[config.mk]
export PLATFORM = sky130hd
export DESIGN_NAME = base64_stream_decoder_top
export DESIGN_NICKNAME = d
export VERILOG_FILES = /design/src/rtl/core/b64d_pkg.sv /design/src/rtl/core/base64_stream_decoder_top.sv /design/src/rtl/core/b64d_core.sv /design/src/rtl/core/b64d_outq.sv
export SDC_FILE = /design/constraint.sdc
export NUM_CORES = 1
export LEC_CHECK = 0
export BUFFER_PORTS_ARGS = -buffer_cell sky130_fd_sc_hd__buf_2
export CORE_MARGIN = 5
export CORE_UTILIZATION = 25
export CTS_BUF_LIST = sky130_fd_sc_hd__clkbuf_8
export CTS_CLUSTER_SIZE = 10
export DETAILED_ROUTE_END_ITERATION = 8
export GPL_ROUTABILITY_DRIVEN = 0
export RECOVER_POWER = 50
export SLEW_MARGIN = 20
export SYNTH_ARGS = -nofsm -noshare
export SYNTH_HDL_FRONTEND = slang
export SYNTH_HIERARCHICAL = 1
export SYNTH_SLANG_ARGS = --single-unit
[constraint.sdc]
create_clock -name aclk -period 3.8 [get_ports aclk]
set_input_delay 0.95 -clock aclk [delete_from_list [all_inputs] [get_ports aclk]]
set_output_delay 0.95 -clock aclk [all_outputs]
set_load 0.005 [all_outputs]
[src/rtl/core/b64d_pkg.sv]
// ----------------------------------------------------------------------------
// b64d_pkg
// Types, status codes and the alphabet lookup for the base64 stream decoder.
// ----------------------------------------------------------------------------
package b64d_pkg;

    localparam logic [7:0] PAD_CHAR  = 8'd61;
    localparam int         MAX_RES   = 3;
    localparam int         RES_CNT_W = 2;

    typedef enum logic [2:0] {
        ST_DATA    = 3'd0,
        ST_END     = 3'd1,
        ST_INVALID = 3'd2,
        ST_BADPAD  = 3'd3,
        ST_TRUNC   = 3'd4
    } b64d_status_t;

    typedef struct packed {
        logic [7:0] in_char;
        logic       in_last;
    } b64d_in_t;

    typedef struct packed {
        logic [7:0]   out_byte;
        b64d_status_t status;
        logic         end_of_message;
    } b64d_out_t;

    // up to three result words caused by one input word
    typedef struct packed {
        b64d_out_t [MAX_RES-1:0] res;
        logic [RES_CNT_W-1:0]    count;
    } b64d_bundle_t;

    // {valid, sextet}
    function automatic logic [6:0] sextet_of(input logic [7:0] c);
        logic [7:0] d;
        d = 8'd0;
        if (c >= 8'd65 && c <= 8'd90) begin
            d = c - 8'd65;
            return {1'b1, d[5:0]};
        end
        if (c >= 8'd97 && c <= 8'd122) begin
            d = c - 8'd71;
            return {1'b1, d[5:0]};
        end
        if (c >= 8'd48 && c <= 8'd57) begin
            d = c + 8'd4;
            return {1'b1, d[5:0]};
        end
        if (c == 8'd43) begin
            return {1'b1, 6'd62};
        end
        if (c == 8'd47) begin
            return {1'b1, 6'd63};
        end
        return 7'd0;
    endfunction

endpackage

[src/rtl/core/base64_stream_decoder_top.sv]
// Flow: an accepted word's results are held in the result buffer, then moved into the
// output register. Throughput: one input word per cycle while no results are pending;
// otherwise one result word per cycle while m_ready stays high, set by the
// single output register; a bundle holds the input until its last word is taken.
// Reset: aresetn synchronous, active low; clears held sextets, stop flag and queue.
// ----------------------------------------------------------------------------
// base64_stream_decoder_top
// Base64 decoder, standard alphabet, one character in, bytes and status out.
// ----------------------------------------------------------------------------
module base64_stream_decoder_top (
    input  logic                aclk,
    input  logic                aresetn,
    input  logic                s_valid,
    output logic                s_ready,
    input  b64d_pkg::b64d_in_t  s_data,
    output logic                m_valid,
    input  logic                m_ready,
    output b64d_pkg::b64d_out_t m_data
);

    b64d_pkg::b64d_bundle_t bundle;
    logic                   accept;

    assign accept = s_valid && s_ready;

    b64d_core u_core (
        .aclk    (aclk),
        .aresetn (aresetn),
        .accept  (accept),
        .in_word (s_data),
        .bundle  (bundle)
    );

    b64d_outq u_outq (
        .aclk    (aclk),
        .aresetn (aresetn),
        .s_valid (s_valid),
        .s_ready (s_ready),
        .bundle  (bundle),
        .m_valid (m_valid),
        .m_ready (m_ready),
        .m_data  (m_data)
    );

`ifndef SYNTH
    a_last_gives_result: assert property (@(posedge aclk) disable iff (!aresetn)
        accept && s_data.in_last |-> bundle.count != 2'd0)
        else $error("last word produced no result");

    a_no_eom_midstream: assert property (@(posedge aclk) disable iff (!aresetn)
        accept && !s_data.in_last |-> !bundle.res[0].end_of_message
            && !bundle.res[1].end_of_message && !bundle.res[2].end_of_message)
        else $error("end mark before last word");

    a_status_byte_zero: assert property (@(posedge aclk) disable iff (!aresetn)
        m_valid |-> (m_data.status == b64d_pkg::ST_DATA) || (m_data.out_byte == 8'd0))
        else $error("non-data result carries a byte");
`endif

endmodule

[src/rtl/core/b64d_core.sv]
// ----------------------------------------------------------------------------
// b64d_core
// Sextet accumulator: holds pending sextets and turns each input word into
// a bundle of up to three result words.
// ----------------------------------------------------------------------------
module b64d_core (
    input  logic                  aclk,
    input  logic                  aresetn,
    input  logic                  accept,
    input  b64d_pkg::b64d_in_t    in_word,
    output b64d_pkg::b64d_bundle_t bundle
);

    logic [17:0] held_sextets_reg, held_sextets_next;
    logic [1:0]  held_count_reg, held_count_next;
    logic        stopped_reg, stopped_next;

    logic [6:0]  sx;
    logic [23:0] grp;

    assign sx  = b64d_pkg::sextet_of(in_word.in_char);
    assign grp = {held_sextets_reg, sx[5:0]};

    always_comb begin
        held_sextets_next = held_sextets_reg;
        held_count_next   = held_count_reg;
        stopped_next      = stopped_reg;
        bundle            = '0;

        if (!stopped_reg) begin
            if (in_word.in_char == b64d_pkg::PAD_CHAR) begin
                unique case (held_count_reg)
                    2'd2: begin
                        bundle.res[0].out_byte = held_sextets_reg[11:4];
                        bundle.count = 2'd1;
                    end
                    2'd3: begin
                        bundle.res[0].out_byte = held_sextets_reg[17:10];
                        bundle.res[1].out_byte = held_sextets_reg[9:2];
                        bundle.count = 2'd2;
                    end
                    default: begin
                        bundle.res[0].status = b64d_pkg::ST_BADPAD;
                        bundle.count = 2'd1;
                    end
                endcase
                held_sextets_next = '0;
                held_count_next   = '0;
                stopped_next      = 1'b1;
            end else if (!sx[6]) begin
                bundle.res[0].status = b64d_pkg::ST_INVALID;
                bundle.count      = 2'd1;
                held_sextets_next = '0;
                held_count_next   = '0;
                stopped_next      = 1'b1;
            end else if (held_count_reg == 2'd3) begin
                bundle.res[0].out_byte = grp[23:16];
                bundle.res[1].out_byte = grp[15:8];
                bundle.res[2].out_byte = grp[7:0];
                bundle.count      = 2'd3;
                held_sextets_next = '0;
                held_count_next   = '0;
            end else begin
                held_sextets_next = grp[17:0];
                held_count_next   = held_count_reg + 2'd1;
            end
        end

        if (in_word.in_last) begin
            if (!stopped_next && held_count_next != 2'd0) begin
                bundle.res[0].status = b64d_pkg::ST_TRUNC;
                bundle.count = 2'd1;
            end else if (bundle.count == 2'd0) begin
                bundle.res[0].status = b64d_pkg::ST_END;
                bundle.count = 2'd1;
            end
            unique case (bundle.count)
                2'd2:    bundle.res[1].end_of_message = 1'b1;
                2'd3:    bundle.res[2].end_of_message = 1'b1;
                default: bundle.res[0].end_of_message = 1'b1;
            endcase
            held_sextets_next = '0;
            held_count_next   = '0;
            stopped_next      = 1'b0;
        end
    end

    always_ff @(posedge aclk) begin
        if (!aresetn) begin
            held_sextets_reg <= '0;
            held_count_reg   <= '0;
            stopped_reg      <= 1'b0;
        end else if (accept) begin
            held_sextets_reg <= held_sextets_next;
            held_count_reg   <= held_count_next;
            stopped_reg      <= stopped_next;
        end
    end

endmodule

[src/rtl/core/b64d_outq.sv]
// ----------------------------------------------------------------------------
// b64d_outq
// Result buffer: holds one bundle and feeds its words one at a time into
// the output register.
// ----------------------------------------------------------------------------
module b64d_outq (
    input  logic                   aclk,
    input  logic                   aresetn,
    input  logic                   s_valid,
    output logic                   s_ready,
    input  b64d_pkg::b64d_bundle_t bundle,
    output logic                   m_valid,
    input  logic                   m_ready,
    output b64d_pkg::b64d_out_t    m_data
);

    b64d_pkg::b64d_out_t [b64d_pkg::MAX_RES-1:0] slot_reg, slot_next;
    logic [b64d_pkg::RES_CNT_W-1:0] rem_reg, rem_next;
    logic                m_valid_reg, m_valid_next;
    b64d_pkg::b64d_out_t m_data_reg;

    logic take;
    logic accept;

    assign take    = (!m_valid_reg || m_ready) && (rem_reg != '0);
    assign s_ready = (rem_reg == '0) || (rem_reg == 2'd1 && take);
    assign accept  = s_valid && s_ready;

    always_comb begin
        slot_next    = slot_reg;
        rem_next     = rem_reg;
        m_valid_next = m_valid_reg;
        if (take) begin
            slot_next    = {slot_reg[0], slot_reg[b64d_pkg::MAX_RES-1:1]};
            rem_next     = rem_reg - 2'd1;
            m_valid_next = 1'b1;
        end else if (m_ready) begin
            m_valid_next = 1'b0;
        end
        if (accept) begin
            slot_next = bundle.res;
            rem_next  = bundle.count;
        end
    end

    always_ff @(posedge aclk) begin
        if (!aresetn) begin
            rem_reg     <= '0;
            m_valid_reg <= 1'b0;
        end else begin
            rem_reg     <= rem_next;
            m_valid_reg <= m_valid_next;
        end
    end

    always_ff @(posedge aclk) begin
        slot_reg <= slot_next;
        if (take) begin
            m_data_reg <= slot_reg[0];
        end
    end

    assign m_valid = m_valid_reg;
    assign m_data  = m_data_reg;

endmodule

==> summary.txt <==
Critical path
  • Max FO, Critical Path: 41
  • Crit path buf inv count: 3
  • Nature of the critical path endpoint: flip-flop
  • Worst path cell trace: clkbuf_1 > nor2b_4 > a2bb2oi_4 > clkbuf_1 > o21ai_2 > buf_4
  • Max incr delay on CP: 1.58 ns
  • Critical path data required time: 3.84 ns
  • Setup CP Type: in -> reg
  • Setup crit start kind: input port
  • Most Frequent Cell on Critical Path: clkbuf_1
  • Critical Path AT: 3.42 ns
  • Crit-path slowest cell: clkbuf_1
  • Critical path's top delay family: buffers and inverters

Placement
  • IO buf count: 26
  • DP Wirelength: 5.67 mm
  • Pre-CTS WS: 0.155 ns

STA
  • RSZ-0062 raised after global routing: no
  • Final Hold Violating Endpoints: 0
  • Count of pins over their slew limit: 42
  • Final setup viols: 0
  • Post-layout worst setup margin: 0.427 ns
  • Hold slack: 0.451 ns
  • Layout Skew: 0.00883 ns
  • Relative slew margins: -47.1%
  • Final period demand of the worst path: 3.37 ns
  • Tightest Pin Transition: 2.21 ns
  • Max Clock Freq: 296 MHz
  • Final setup TNS: 0 ns
  • Final cycle utilization of the critical path: 88.8%

Floorplan
  • Die X: 135 um
  • Die Ht: 135 um
  • Initial Utilization: 25.5%
  • Die area: 18100 sq um
  • Core ar.: 15300 sq um
  • Io pins: 27
  • Rows: 45

Flow run
  • Max Cap Viol: 1

CTS
  • Number of post-CTS setup repair buffers: 0
  • CTS tree: done
  • CTS sink count: 72
  • PostCTS Resize Cnt: 0
  • Max clock buf depth: 2
  • Clock root cell: clkbuf_8
  • # H-tree levels: 3
  • Hold_buf cts: 0
  • CTS Buf Count: 9
  • Clock transition at the registers of the reported paths: 0.08 ns
  • Clock latency on the worst-skew pair: 0.34 ns

Drt
  • DR WL met2: 3.44 mm
  • Drt total wl: 8.09 mm
  • Via count: 2593
  • Met3 wire length: 416 um
  • Top routing layer used: met4
  • DRT Pass-1 Iters: 5
  • WL/cell: 14.3 um
  • Vias per cell: 4.59
  • DRT iter0 DRCs: 155
  • Post-route DRC: 0
  • Met1 WL: 4.09 mm
  • Post-DRT Antenna Nets: 0

Power
  • Tot Pwr: 2.79 mW
  • Leakage: 1.62 nW
  • PwrDens: 642 nW/um^2
  • Worst vdd ir: 0.291 mV

Logic synthesis
  • Largest family of logic cells by synthesized area: simple AND/OR/NAND/NOR gates
  • Post-synthesis xor/xnor area fraction: 0.901%
  • Fraction of the mapped netlist area in adder cells: 3.86%
  • Syn Area/Cell: 12.0 sq um
  • Mapped Cells: 325
  • FFs w/ async S/R, synth: 0%
  • Flops & latches, synth: 72
  • Seq/Total Area, Yosys: 49.4%
  • Ys flop type: edfxtp_1
  • Post-synth EDFFs: 48
  • Synth cell types: 58
  • Synth Area in Simple Gates: 15.1%
  • Synth Area in Compound Gates: 14.7%
  • Post-synthesis mux area share: 10.8%
  • Yosys warnings: 6
  • Mapped cell area: 3890 sq um

Status
  • Violated checks: capacitance limit, slew limit
  • Outcome: finished with violations

Final layout
  • Max FFs per register: 36
  • Area delta synth->final: 11.7%
  • Fin nets: 374
  • Share of layout cells above drive strength 1: 21.5%
  • N_diodes: 0

GRT
  • Pin count of the biggest net entering global routing: 42
  • Vias in the first global route: 2545
  • Initial antenna violation count: 0
  • Gr ovfl total: 0
  • Tot GR Track Use: 9.21%
  • Global-route wire length before repair: 13.4 mm

Min path
  • Hold Crit Class: reg -> reg
path summary, 6_finish.rpt:
| check | start | to | slack, ns | cells past startpoint |
|---|---|---|---|---|
| setup / recovery | m_ready | u_outq/slot_reg[18] | 0.43 | 6 |
| hold / removal | u_outq/slot_reg[2] | u_outq/m_data[2] | 0.45 | 0 |
| hold reg to reg | u_outq/slot_reg[2] | u_outq/m_data[2] | 0.45 | 0 |
| setup reg to reg | u_outq/rem_reg[0] | u_outq/slot_reg[18] | 0.59 | 6 |
cells in the mapped netlist (2+ instances only):
cell	number	share of area, %
a21boi_1	2	0.39
a21o_1	4	0.77
a21oi_1	8	1.0
a222oi_1	2	0.51
a22o_1	8	1.8
a22oi_1	15	2.9
a32o_1	4	1.0
and2_1	4	0.64
and3_1	17	2.7
buf_2	3	0.39
buf_4	9	1.7
buf_6	5	1.4
clkbuf_1	6	0.58
dfxtp_1	24	12
edfxtp_1	48	37
ha_1	12	3.9
inv_1	10	0.97
mux2_2	35	10
nand2_1	16	1.5
nand2b_1	2	0.32
nand3_1	7	0.90
nand4_1	2	0.32
nor2_1	12	1.2
nor2b_1	21	3.4
nor3_1	3	0.39
nor4b_1	2	0.45
o211a_1	3	0.77
o211ai_1	2	0.39
o21a_1	2	0.39
o21ai_0	4	0.51
o21ai_1	2	0.26
o311ai_1	2	0.45
xnor2_1	4	0.90
area by class of cell:
class	instances	area (sq um)
fill	1580	10900
timing repair buffer	31	144
clock inverter	7	62.6
inverter	10	37.5
clock buffer	9	124
sequential	72	1920
multi-input combinational	225	1790
tap	211	264
layer usage:
| metal | global-route usage (%) | vias to the layer above |
|---|---|---|
| met3 | 1.49 | 10 |
| li1 | - | 1259 |
| met1 | 13.6 | 1251 |
| met5 | 0 | - |
| met4 | 3.90 | 0 |
| met2 | 13.2 | 73 |
cell families after synthesis:
| family | after synthesis |
|---|---|
| simple gates | 98 |
| flops | 72 |
| compound gates | 68 |
| mux | 37 |
| buf+inv | 33 |
| fa+ha+maj | 12 |
| xor+xnor | 4 |
| other cells | 1 |
stage by stage:
stage | instance area, sq um | utilization, % | cells
floorplan | 3910 | - | 330
global placement | 4190 | 27.5 | 549
detailed placement | 4190 | 27.5 | 549
CTS | 4380 | 28.7 | 565
global route | 4340 | 28.5 | 565
finish | 4340 | 28.5 | 565
report_power, final:
group | internal [mW] | switching [mW]
Clock | 0.296 | 0.282
Combinational | 0.363 | 0.458
Sequential | 1.28 | 0.109
Total | 1.94 | 0.849
layout by cell type, fill, tap and decap left out, drive strengths merged, types with 2 or more instances in the layout:
cell and instances:
edfxtp 48, mux2 36, dfxtp 24, clkbuf 24, nor2b 22, and3 17
nand2 16, buf 16, a22oi 15, nor2 12, ha 12, inv 10
a21oi 9, a22o 8, nand3 8, o21ai 7, conb 6, clkinv 5
and2 4, a21o 4, xnor2 4, a32o 4, a21boi 4, o211a 3
nor3 3, nor4b 3, o211ai 2, a222oi 2, nand4 2, o311ai 2
o21a 2, nand2b 2, a2bb2oi 2
No activity file was read; power rests on OpenSTA's default activity.
